$ cat src/hw/rtl/sfb_pkg.sv
// Shared types, codes and servo tables for the servo frame builder.
// No dependencies; used by sfb_pulse_unit, sfb_crc_unit and the top level.
package sfb_pkg;

    localparam int SLOT_COUNT_DEF  = 20;
    localparam int FRAME_WORDS_DEF = 21;

    localparam int LOGICAL_SERVOS = 18;
    localparam logic [15:0] PULSE_CENTER = 16'd1500;
    localparam logic [31:0] CRC_POLY = 32'h04C1_1DB7;
    localparam logic [31:0] CRC_INIT = 32'hFFFF_FFFF;

    localparam logic [1:0] MODE_MOVE   = 2'd0;
    localparam logic [1:0] MODE_ALL    = 2'd1;
    localparam logic [1:0] MODE_COMMIT = 2'd2;

    typedef struct packed {
        logic        valid;
        logic [4:0]  slot;
        logic [31:0] word;
    } t_place;

    // physical slot for each logical servo
    function automatic logic [4:0] slot_of(input logic [4:0] idx);
        logic [4:0] s;
        unique case (idx)
            5'd0:    s = 5'd3;
            5'd1:    s = 5'd2;
            5'd2:    s = 5'd1;
            5'd3:    s = 5'd0;
            5'd4:    s = 5'd7;
            5'd5:    s = 5'd6;
            5'd6:    s = 5'd5;
            5'd7:    s = 5'd4;
            5'd8:    s = 5'd11;
            5'd9:    s = 5'd14;
            5'd10:   s = 5'd15;
            5'd11:   s = 5'd8;
            5'd12:   s = 5'd19;
            5'd13:   s = 5'd12;
            5'd14:   s = 5'd13;
            5'd15:   s = 5'd16;
            5'd16:   s = 5'd17;
            5'd17:   s = 5'd18;
            default: s = 5'd0;
        endcase
        return s;
    endfunction

    // servos on the mirrored side run with inverted direction
    function automatic logic negate_of(input logic [4:0] idx);
        return (idx >= 5'd9) && (idx <= 5'd17);
    endfunction

    // calibration trim in pulse units, two's complement
    function automatic logic [15:0] trim_of(input logic [4:0] idx);
        logic signed [15:0] t;
        unique case (idx)
            5'd0:    t = 16'sd20;
            5'd1:    t = 16'sd30;
            5'd2:    t = 16'sd20;
            5'd3:    t = 16'sd60;
            5'd4:    t = 16'sd20;
            5'd5:    t = -16'sd40;
            5'd6:    t = -16'sd50;
            5'd7:    t = 16'sd50;
            5'd8:    t = 16'sd0;
            5'd9:    t = 16'sd30;
            5'd10:   t = -16'sd170;
            5'd11:   t = -16'sd20;
            5'd12:   t = 16'sd20;
            5'd13:   t = -16'sd120;
            5'd14:   t = -16'sd40;
            5'd15:   t = 16'sd20;
            5'd16:   t = -16'sd20;
            5'd17:   t = -16'sd20;
            default: t = 16'sd0;
        endcase
        return t;
    endfunction

endpackage

$ cat src/hw/rtl/sfb_pulse_unit.sv
// Shared pulse unit: builds one command word and its slot for a logical servo.
// Depends on sfb_pkg (tables, t_place).
module sfb_pulse_unit (
    input  logic [4:0]         i_idx,
    input  logic [15:0]        i_position,
    input  logic [15:0]        i_move_time,
    output sfb_pkg::t_place    o_place
);

    logic [15:0] pos_dir;
    logic [15:0] pulse;

    always_comb begin
        pos_dir = sfb_pkg::negate_of(i_idx) ? (16'd0 - i_position) : i_position;
        pulse   = sfb_pkg::PULSE_CENTER + pos_dir + sfb_pkg::trim_of(i_idx);
        o_place.valid = (i_idx < 5'(sfb_pkg::LOGICAL_SERVOS));
        o_place.slot  = sfb_pkg::slot_of(i_idx);
        o_place.word  = {i_move_time, pulse};
    end

endmodule

$ cat src/hw/rtl/sfb_crc_unit.sv
// CRC-32/MPEG-2 byte step: folds one byte, MSB first, into the running CRC.
// Depends on sfb_pkg (polynomial).
module sfb_crc_unit (
    input  logic [31:0] i_crc,
    input  logic [7:0]  i_byte,
    output logic [31:0] o_crc
);

    logic [31:0] c;

    always_comb begin
        c = i_crc ^ {i_byte, 24'd0};
        for (int b = 0; b < 8; b++) begin
            c = c[31] ? ((c << 1) ^ sfb_pkg::CRC_POLY) : (c << 1);
        end
        o_crc = c;
    end

endmodule

$ cat src/hw/rtl/servo_frame_builder_crc32_core.sv
// Servo frame builder: command store, move/commit sequencer, frame output.
// Depends on sfb_pkg, sfb_pulse_unit and sfb_crc_unit.
//
// Usage:
//   Slave channel (i_s_*) takes one item per transfer. tuser carries the mode:
//   move one servo, move all servos, or commit the frame.
//   Master channel (o_m_*) carries frame words; tlast marks the CRC word.
// Sequence:
//   Move one: the servo's word is written to the command store in the move state; no output.
//   Move all: one servo per cycle through the shared pulse unit.
//   Commit: FRAME_WORDS-1 data words, each folded into the CRC one byte per
//   cycle, then presented; the CRC word follows the last data word.
//   One item is in work at a time; o_s_tready is high only when idle.
// Reset: clears the command store and the sequencer; no output is pending.
// Stall: a held output word stays on o_m_tdata and the sequencer waits.
module servo_frame_builder_crc32_core #(
    parameter int SLOT_COUNT  = sfb_pkg::SLOT_COUNT_DEF,
    parameter int FRAME_WORDS = sfb_pkg::FRAME_WORDS_DEF
) (
    input  logic        i_clk,
    input  logic        i_rst_n,
    input  logic        i_s_tvalid,
    output logic        o_s_tready,
    input  logic [39:0] i_s_tdata,   // servo_index[4:0], position[20:5], move_time[36:21]
    input  logic [1:0]  i_s_tuser,   // mode[1:0]
    output logic        o_m_tvalid,
    input  logic        i_m_tready,
    output logic [31:0] o_m_tdata,   // frame_word[31:0]
    output logic        o_m_tlast
);

    localparam int SIDX_W = $clog2(SLOT_COUNT);
    localparam int WORD_W = $clog2(FRAME_WORDS);

    localparam logic [2:0] ST_IDLE = 3'd0;
    localparam logic [2:0] ST_MOVE = 3'd1;
    localparam logic [2:0] ST_FOLD = 3'd2;
    localparam logic [2:0] ST_EMIT = 3'd3;

    logic [2:0]        r_state, n_state;
    logic [4:0]        r_idx, n_idx;
    logic              r_all, n_all;
    logic [15:0]       r_pos, n_pos;
    logic [15:0]       r_time, n_time;
    logic [WORD_W-1:0] r_word, n_word;
    logic [1:0]        r_byte, n_byte;
    logic [31:0]       r_crc, n_crc;
    logic [31:0]       r_out, n_out;
    logic              r_last, n_last;
    logic [31:0]       r_store [SLOT_COUNT];

    sfb_pkg::t_place   place;
    logic [31:0]       cur_word;
    logic [7:0]        cur_byte;
    logic [31:0]       crc_next;
    logic              store_we;
    logic [SIDX_W-1:0] store_widx;
    logic              s_xfer;
    logic              m_xfer;

    sfb_pulse_unit u_pulse (
        .i_idx       (r_idx),
        .i_position  (r_pos),
        .i_move_time (r_time),
        .o_place     (place)
    );

    sfb_crc_unit u_crc (
        .i_crc  (r_crc),
        .i_byte (cur_byte),
        .o_crc  (crc_next)
    );

    assign o_s_tready = (r_state == ST_IDLE);
    assign o_m_tvalid = (r_state == ST_EMIT);
    assign o_m_tdata  = r_out;
    assign o_m_tlast  = r_last;
    assign s_xfer     = i_s_tvalid && o_s_tready;
    assign m_xfer     = o_m_tvalid && i_m_tready;

    always_comb begin
        cur_word = (32'(r_word) < 32'(SLOT_COUNT)) ? r_store[SIDX_W'(r_word)] : 32'd0;
        unique case (r_byte)
            2'd0:    cur_byte = cur_word[31:24];
            2'd1:    cur_byte = cur_word[23:16];
            2'd2:    cur_byte = cur_word[15:8];
            default: cur_byte = cur_word[7:0];
        endcase
        store_we   = (r_state == ST_MOVE) && place.valid &&
                     (32'(place.slot) < 32'(SLOT_COUNT));
        store_widx = SIDX_W'(place.slot);
    end

    always_comb begin
        n_state = r_state;
        n_idx   = r_idx;
        n_all   = r_all;
        n_pos   = r_pos;
        n_time  = r_time;
        n_word  = r_word;
        n_byte  = r_byte;
        n_crc   = r_crc;
        n_out   = r_out;
        n_last  = r_last;
        unique case (r_state)
            ST_IDLE: begin
                if (s_xfer) begin
                    n_pos  = i_s_tdata[20:5];
                    n_time = i_s_tdata[36:21];
                    n_word = '0;
                    n_byte = 2'd0;
                    n_crc  = sfb_pkg::CRC_INIT;
                    n_last = 1'b0;
                    priority if (i_s_tuser == sfb_pkg::MODE_MOVE) begin
                        n_idx   = i_s_tdata[4:0];
                        n_all   = 1'b0;
                        n_state = ST_MOVE;
                    end else if (i_s_tuser == sfb_pkg::MODE_ALL) begin
                        n_idx   = 5'd0;
                        n_all   = 1'b1;
                        n_state = ST_MOVE;
                    end else if (i_s_tuser == sfb_pkg::MODE_COMMIT) begin
                        n_state = ST_FOLD;
                    end else begin
                        n_state = ST_IDLE;
                    end
                end
            end
            ST_MOVE: begin
                if (!r_all || r_idx == 5'(sfb_pkg::LOGICAL_SERVOS - 1)) begin
                    n_state = ST_IDLE;
                end else begin
                    n_idx = r_idx + 5'd1;
                end
            end
            ST_FOLD: begin
                n_crc  = crc_next;
                n_byte = r_byte + 2'd1;
                if (r_byte == 2'd3) begin
                    n_out   = cur_word;
                    n_last  = 1'b0;
                    n_state = ST_EMIT;
                end
            end
            ST_EMIT: begin
                if (m_xfer) begin
                    if (r_last) begin
                        n_last  = 1'b0;
                        n_state = ST_IDLE;
                    end else if (r_word == WORD_W'(FRAME_WORDS - 2)) begin
                        n_out  = r_crc;
                        n_last = 1'b1;
                    end else begin
                        n_word  = r_word + WORD_W'(1);
                        n_byte  = 2'd0;
                        n_state = ST_FOLD;
                    end
                end
            end
            default: n_state = ST_IDLE;
        endcase
    end

    always_ff @(posedge i_clk) begin
        if (!i_rst_n) begin
            r_state <= ST_IDLE;
            r_last  <= 1'b0;
            r_all   <= 1'b0;
            r_byte  <= 2'd0;
            r_word  <= '0;
            r_crc   <= sfb_pkg::CRC_INIT;
        end else begin
            r_state <= n_state;
            r_last  <= n_last;
            r_all   <= n_all;
            r_byte  <= n_byte;
            r_word  <= n_word;
            r_crc   <= n_crc;
        end
    end

    always_ff @(posedge i_clk) begin
        r_idx  <= n_idx;
        r_pos  <= n_pos;
        r_time <= n_time;
        r_out  <= n_out;
    end

    // command store, cleared at reset
    always_ff @(posedge i_clk) begin
        if (!i_rst_n) begin
            for (int i = 0; i < SLOT_COUNT; i++) begin
                r_store[i] <= 32'd0;
            end
        end else if (store_we) begin
            r_store[store_widx] <= place.word;
        end
    end

endmodule

$ cat config.mk
export PLATFORM = sky130hd
export DESIGN_NAME = servo_frame_builder_crc32_core
export DESIGN_NICKNAME = d
export VERILOG_FILES = /design/src/hw/rtl/sfb_pkg.sv /design/src/hw/rtl/sfb_pulse_unit.sv /design/src/hw/rtl/sfb_crc_unit.sv /design/src/hw/rtl/servo_frame_builder_crc32_core.sv
export SDC_FILE = /design/constraint.sdc
export NUM_CORES = 1
export LEC_CHECK = 0
export BUFFER_PORTS_ARGS = -buffer_cell sky130_fd_sc_hd__clkbuf_2
export CAP_MARGIN = 15
export CELL_PAD_IN_SITES_DETAIL_PLACEMENT = 1
export CELL_PAD_IN_SITES_GLOBAL_PLACEMENT = 2
export CORE_ASPECT_RATIO = 1.25
export CORE_MARGIN = 8
export CORE_UTILIZATION = 45
export DETAILED_ROUTE_END_ITERATION = 10
export PLACE_DENSITY = 0.73
export SLEW_MARGIN = 20
export SYNTH_ARGS = -nofsm -noshare
export SYNTH_HDL_FRONTEND = slang
export SYNTH_SLANG_ARGS = --single-unit
export TNS_END_PERCENT = 100
$ cat constraint.sdc
create_clock -name i_clk -period 5.9 [get_ports i_clk]
set_input_delay 0.59 -clock i_clk [delete_from_list [all_inputs] [get_ports i_clk]]
set_output_delay 0.59 -clock i_clk [all_outputs]
set_load 0.1 [all_outputs]
==> run_results.csv, run 1 <==
group,metric,value,unit
synth,syn_avg_cell_area,14.8,um2
synth,ys_warn_count,0,
setup_path,end_kind,"register",
drt,ant_nets,0,
setup_path,crit_top_cell,"o21bai_1",
die,coreArea,113000,um2
drt,wl_per_cell,27.7,um
sta,drv_slew,0,
drt,wl,151000,um
setup_path,path_cells,"ha_1 -> nor4_1 -> nor2_1 -> a32oi_1 -> buf_4 -> mux2_2 -> ha_1 -> ha_2 -> fa_2 -> a21o_1 -> a21oi_1 -> o21bai_1 -> a21oi_2 -> o21bai_1 -> a21oi_2 -> o21bai_1 -> a21oi_1 -> o21ai_0 -> xnor2_2 -> buf_6 -> inv_1",
synth,ys_ff_latch,1154,
global_routing,grt_pass1_vias,33100,
final_layout,utilization,51.9,%
final_layout,finalNetCount,3968,
pwr,peakVddDrop,0.486,mV
drt,drt_first_pass_iters,5,
pwr,swShare,34.2,%
setup_path,crit_path_start_kind,"register",
sta,slew_headroom,23.9,%
place,hpwl,96600,um
drt,vias,30600,
sta,skew,0.0381,ns
synth,yosysSeqAreaShare,67.0,%
final_layout,syn2layout_area_growth,15.1,%
setup_path,r2r_start,"r_idx[0]",
die,die_height,392,um
hold_path,hp-class,"in2reg",
pwr,p_switching,9.21,mW
setup_path,cp_top_family,"compound AO/OA/AOI/OAI gates",
setup_path,rrSetupSlack,0.34,ns
hold_path,hold_end,"r_time[1]",
setup_path,worst_ep_required_time,6.32,ns
synth,synth_area,50800,um2
clocking,cts_tree,"built",
sta,finalWorstSetupSlack,0.337,ns
clocking,cts_sinks,1154,
clocking,cts_made_buffers,118,
synth,synth.area.top_cells,"edfxtp_1 (65%), mux2i_1 (6.2%), mux4_2 (4.8%)",
run_status,status,"completed",
sta,tns,0,ns
place,numPortBuffers,77,
drt,drtIter0Drc,2342,
setup_path,critical-path-max-stage-delay,0.49,ns
pwr,power_density,461,nW/um2
setup_path,reg2reg_depth,21,
clocking,path_clk_slew,0.06,ns
setup_path,critical-path-slowest-cell,"edfxtp_1",
die,die_w,317,um
synth,synthFlopType,"edfxtp_1",
synth,synth_commonest_cells,"edfxtp_1 (1093), nor2_1 (318), mux2i_1 (313), and2_1 (220), clkbuf_1 (188)",
clocking,cts.path.max_buffers,3,
sta,max_freq,180,MHz
synth,synth_edf_count,1093,
synth,synth_top_area_share,64.6,%
hold_path,hp-start,"i_s_tdata[22]",
synth,synthArstFlopShare,0,%
setup_path,critPathKind,"reg2reg",
clocking,clkLatencyLatePin,0.74,ns
global_routing,gr-total-overflow,0,
die,initial_core_util,45.1,%
sta,finalSetupViolations,0,
pwr,power_frac_seq,43.4,%
global_routing,grt_max_degree,65,
setup_path,crit_buf_inv,3,
setup_path,cp_max_fo,21,
synth,yosys.area.top_type,"edfxtp_1",
synth,synth_most_common_cell,"edfxtp_1",
synth,synthCells,3432,
global_routing,grt_use_total,24.2,%
setup_path,cp.arrival,5.98,ns
sta,rsz0062_at_grt,"false",
clocking,clock-root-buffer,"clkbuf_16",
hold_path,holdPathStages,1,
drt,drcViolationCount,0,
place,gp_congestion,0.825,
job,cap_violations,0,
sta,fin_crit,5.56,ns
sta,tightest_slew,1.14,ns
die,die_area,124000,um2
drt,vias_per_cell,5.61,
die,rows,138,
pwr,p_comb_share,29.0,%
synth,synth_cell_types,77,
pwr,internal-power,17.7,mW
die,num_io_pins,81,
setup_path,rr_endpoint,"r_store[29][14]",
clocking,htree_levels,3,
global_routing,antenna_found_initial,5,
pwr,leakagePower,21.5,nW
sta,finalHoldViolCount,0,
pwr,p_total,27.0,mW
place,dp_slack,0.103,ns
pwr,clockPowerShare,27.7,%
global_routing,grt_pass1_wl,220000,um
final_layout,drive_gt1_share,14.6,%
sta,finalCritPeriodShare,94.3,%
cells by family after synthesis:
family / after synthesis / share of synthesized area (%)
multiplexers: 424 / 11.0
buffers and inverters: 333 / 3.25
AND/OR/NAND/NOR: 940 / 9.51
XOR/XNOR: 105 / 2.21
AO/OA/AOI/OAI: 431 / 5.91
other: 1 / 0.00738
adder cells (fa/ha/maj): 44 / 1.10
flip-flops: 1154 / 67.0
timing repair:
| action | CTS | global route |
|---|---|---|
| hold buffers | 5 | 0 |
| hold endpoints to repair | 5 | 0 |
| gates resized for setup | 0 | 8 |
| buffers inserted | 0 | 2 |
| setup endpoints to repair | 0 | 56 |
cell usage in the layout, fill, tap and decap left out, types with 55 or more instances in the layout:
master,count
a21oi_1,90
a22oi_1,165
and2_1,219
and3_1,177
buf_4,121
clkbuf_16,120
clkbuf_2,77
conb_1,384
dfxtp_1,58
edfxtp_1,1093
inv_1,55
mux2i_1,312
mux4_2,108
nand2_1,86
nor2_1,311
power groups by stage:
stage                     clock, mW  sequential, mW  combinational (mW)
after global placement            0            11.7                7.20
after detailed placement          0            11.9                7.54
after global routing           7.90            11.8                8.43
after CTS                      7.62            11.7                7.58
final                          7.46            11.7                7.81
after floorplan                   0            11.5                4.75
cell type report:
class | count | area [um2]
fillers | 11000 | 54100
flip-flops and latches | 1154 | 34100
multi-input cells | 2328 | 16900
clock buffers | 149 | 3160
well taps | 1470 | 1840
repair buffers | 219 | 1670
clock inverters | 75 | 666
inverters | 57 | 218
diodes | 1 | 2.50
metrics by stage:
step	hold slack (ns)	cell area, um2	std cells
2_1_floorplan	0.458	52300	3815
3_3_place_gp	0.474	54400	5219
3_5_place_dp	0.529	54500	5220
4_1_cts	0.000152	58400	5449
5_1_grt	0.0210	58500	5452
6_report	0.0529	58500	5453
registers in the layout (all words and copies together), names as in the netlist, named ones only:
| signal | flops |
|---|---|
| r_idx | 5 |
| o_m_tdata | 32 |
| r_word | 5 |
| r_time | 16 |
| r_pos | 16 |
| r_all | 1 |
| r_byte | 2 |
| r_state | 2 |
| r_crc | 32 |
| u_pulse.o_place | 5 |
| o_m_tlast | 1 |
| r_store | 1024 |
worst max-delay path by stage:
| stage | cells past startpoint | to | start | slack (ns) |
|---|---|---|---|---|
| 3_5_place_dp | 21 | r_store[22][14] | r_idx[0] | 0.10 |
| 2_1_floorplan | 23 | r_store[20][14] | r_idx[0] | 0.95 |
| 6_report | 21 | r_store[29][14] | r_idx[0] | 0.34 |
| 5_1_grt | 21 | r_store[29][14] | r_idx[0] | 0.03 |
| 4_1_cts | 21 | r_store[29][14] | r_idx[0] | 0.07 |
| 3_3_place_gp | 22 | r_store[31][15] | r_idx[0] | 0.30 |
routing by layer:
metal  vias up  track usage, %  routed length, um
met4         2            8.95               5550
met2       809            43.6              78100
met5         -               0                 13
li1      13500               -                  -
met3       229            3.22               7470
met1     16000            29.7              59700
Note: power is estimated with default switching activity, not from simulation.
==> run 2: changes to the inputs <==
--- a/config.mk
+++ b/config.mk
@@ -10,9 +10,9 @@
 export CELL_PAD_IN_SITES_DETAIL_PLACEMENT = 1
 export CELL_PAD_IN_SITES_GLOBAL_PLACEMENT = 2
 export CORE_ASPECT_RATIO = 1.25
-export CORE_MARGIN = 8
 export CORE_UTILIZATION = 45
 export DETAILED_ROUTE_END_ITERATION = 10
+export GPL_TIMING_DRIVEN = 0
 export PLACE_DENSITY = 0.73
 export SLEW_MARGIN = 20
 export SYNTH_ARGS = -nofsm -noshare
==> run 2 against run 1 <==
Compared with the run above:
- via count is 9.2% higher
- clock skew is 0.0022 ns lower
- clock-buffer cell count is 2 lower
- register-to-register slack got worse by 0.04 ns
- total power barely moved
- non-clock buffer count grew 193
- critical path type unchanged
- largest cell class unchanged
==> run_results.csv, run 2 (synthesis gave the netlist of run 1 again) <==
group,metric,value,unit
setup_path,end_kind,"register",
final_layout,fin_area,59500,um2
place,placed_cell_area,55300,um2
die,num_io_pins,81,
drt,drcViolationCount,0,
place,numPortBuffers,76,
global_routing,grt_use_total,33.5,%
final_layout,regArea,34000,um2
sta,finalCritPeriodShare,95.0,%
sta,drv_slew,0,
final_layout,mostFrequentLayoutCell,"edfxtp_1",
place,gp_congestion,0.924,
job,cap_violations,0,
sta,finalHoldViolCount,0,
global_routing,grt_pass1_wl,261000,um
sta,finalSetupViolations,0,
clocking,clock-root-buffer,"clkbuf_16",
drt,vias_per_cell,5.92,
setup_path,critical-path-max-stage-delay,0.88,ns
clocking,htree_levels,3,
die,coreArea,112000,um2
clocking,cts_sinks,1154,
drt,vias,33400,
sta,slew_headroom,17.2,%
clocking,cts_made_buffers,119,
final_layout,nFillCells,11000,
setup_path,critPathKind,"reg2reg",
die,die_height,378,um
setup_path,critical-path-slowest-cell,"nor2_1",
final_layout,drive_gt1_share,13.7,%
sta,tightest_slew,1.24,ns
setup_path,cp_max_fo,10,
die,die_area,114000,um2
clocking,cts.path.max_buffers,3,
setup_path,crit_buf_inv,3,
drt,drt_first_pass_iters,5,
final_layout,syn2layout_area_growth,17.0,%
pwr,leakagePower,21.9,nW
final_layout,finalNetCount,4162,
sta,fin_crit,5.61,ns
setup_path,cp_top_family,"compound AO/OA/AOI/OAI gates",
sta,max_freq,178,MHz
drt,wl,190000,um
setup_path,cp.arrival,6.23,ns
drt,ant_nets,0,
place,dp_slack,-0.926,ns
final_layout,final_cell_mix,"edfxtp_1 (1093), conb_1 (384), mux2i_1 (313)",
hold_path,hp-class,"in2reg",
sta,skew,0.0360,ns
pwr,power_density,453,nW/um2
sta,tns,0,ns
sta,finalWorstSetupSlack,0.292,ns
final_layout,regMostFlops,"r_store",
pwr,peakVddDrop,0.346,mV
setup_path,crit_path_start_kind,"register",
final_layout,utilization,53.2,%
drt,drtIter0Drc,3718,
final_layout,largest_reg_flops,1024,
die,die_w,303,um
global_routing,grt_pass1_vias,35200,
die,rows,137,
setup_path,path_cells,"buf_6 -> nor2_1 -> buf_2 -> buf_2 -> a22oi_1 -> a21oi_1 -> nor4_4 -> a22oi_1 -> a31oi_4 -> xor2_4 -> xor2_2 -> xor2_2 -> xor2_1 -> o22a_1",
global_routing,gr-total-overflow,0,
clocking,cts_tree,"built",
final_layout,multi_input_area,16900,um2
die,initial_core_util,45.5,%
run_status,status,"completed",
clocking,clkLatencyLatePin,0.76,ns
global_routing,grt_max_degree,33,
drt,wl_per_cell,33.8,um
sta,rsz0062_at_grt,"false",
setup_path,worst_ep_required_time,6.53,ns
clocking,path_clk_slew,0.06,ns
place,hpwl,128000,um
global_routing,antenna_found_initial,12,
[run 2: per-stage QoR]
step / power (mW) / hold WS, ns / std cells
2_1_floorplan: 16.2 / 0.458 / 3815
3_3_place_gp: 18.9 / 0.471 / 5350
3_5_place_dp: 19.3 / 0.518 / 5384
4_1_cts: 26.9 / 0.000215 / 5634
5_1_grt: 27.9 / 0.0316 / 5635
6_report: 27.0 / 0.0281 / 5637
[run 2: path summary, 6_finish.rpt]
| check | to | slack (ns) | cells after the start | start |
|---|---|---|---|---|
| worst max-delay path | r_crc[4] | 0.29 | 14 | register |
| worst min-delay path | r_time[3] | 0.03 | 1 | i_s_tdata[24] |
| worst max register to register | r_crc[4] | 0.29 | 14 | register |
| worst min register to register | r_all | 0.53 | 2 | r_all |
[run 2: area by class of cell]
cell class	count	area share [%]
clock inverter	78	1.11
clock buffer	147	5.37
antenna	2	0.00841
timing repair buffer	137	1.96
tap	1459	3.07
buffer	275	2.46
sequential	1154	57.2
multi-input combinational	2328	28.4
inverter	57	0.360
[run 2: power breakdown]
| part | switching (mW) | leakage [nW] | internal (mW) | total (mW) |
|---|---|---|---|---|
| registers | 0.498 | 11.5 | 11.1 | 11.6 |
| clock network | 3.30 | 1.89 | 4.30 | 7.60 |
| logic | 5.63 | 8.50 | 2.18 | 7.81 |
| total | 9.43 | 21.9 | 17.5 | 27.0 |
[run 2: layer usage]
layer,share of wire [%],global-route usage (%),routed length [um],up-vias
met3,8.9,8.11,17000,510
met2,48,54.8,90900,1652
met1,37,40.6,70800,17300
met4,6.0,18.7,11500,10
met5,0.037,0,71,-
li1,-,-,-,13900
[run 2: repair_timing]
item	4_1_cts	5_1_grt
pin swaps	0	2
setup buffers	0	2
hold buffers	25	0
hold endpoints to repair	25	0
resized for setup	12	11
endpoints found under the setup margin	169	99
cloned	0	0
[run 2: worst reg2reg max path, delay by kind of cell, from the launching register on]
kind | cells | cell delay [ns]
flops | 1 | 0.38
simple gates | 2 | 1.14
compound gates | 5 | 1.53
buf+inv | 3 | 1.36
xor+xnor | 4 | 1.07
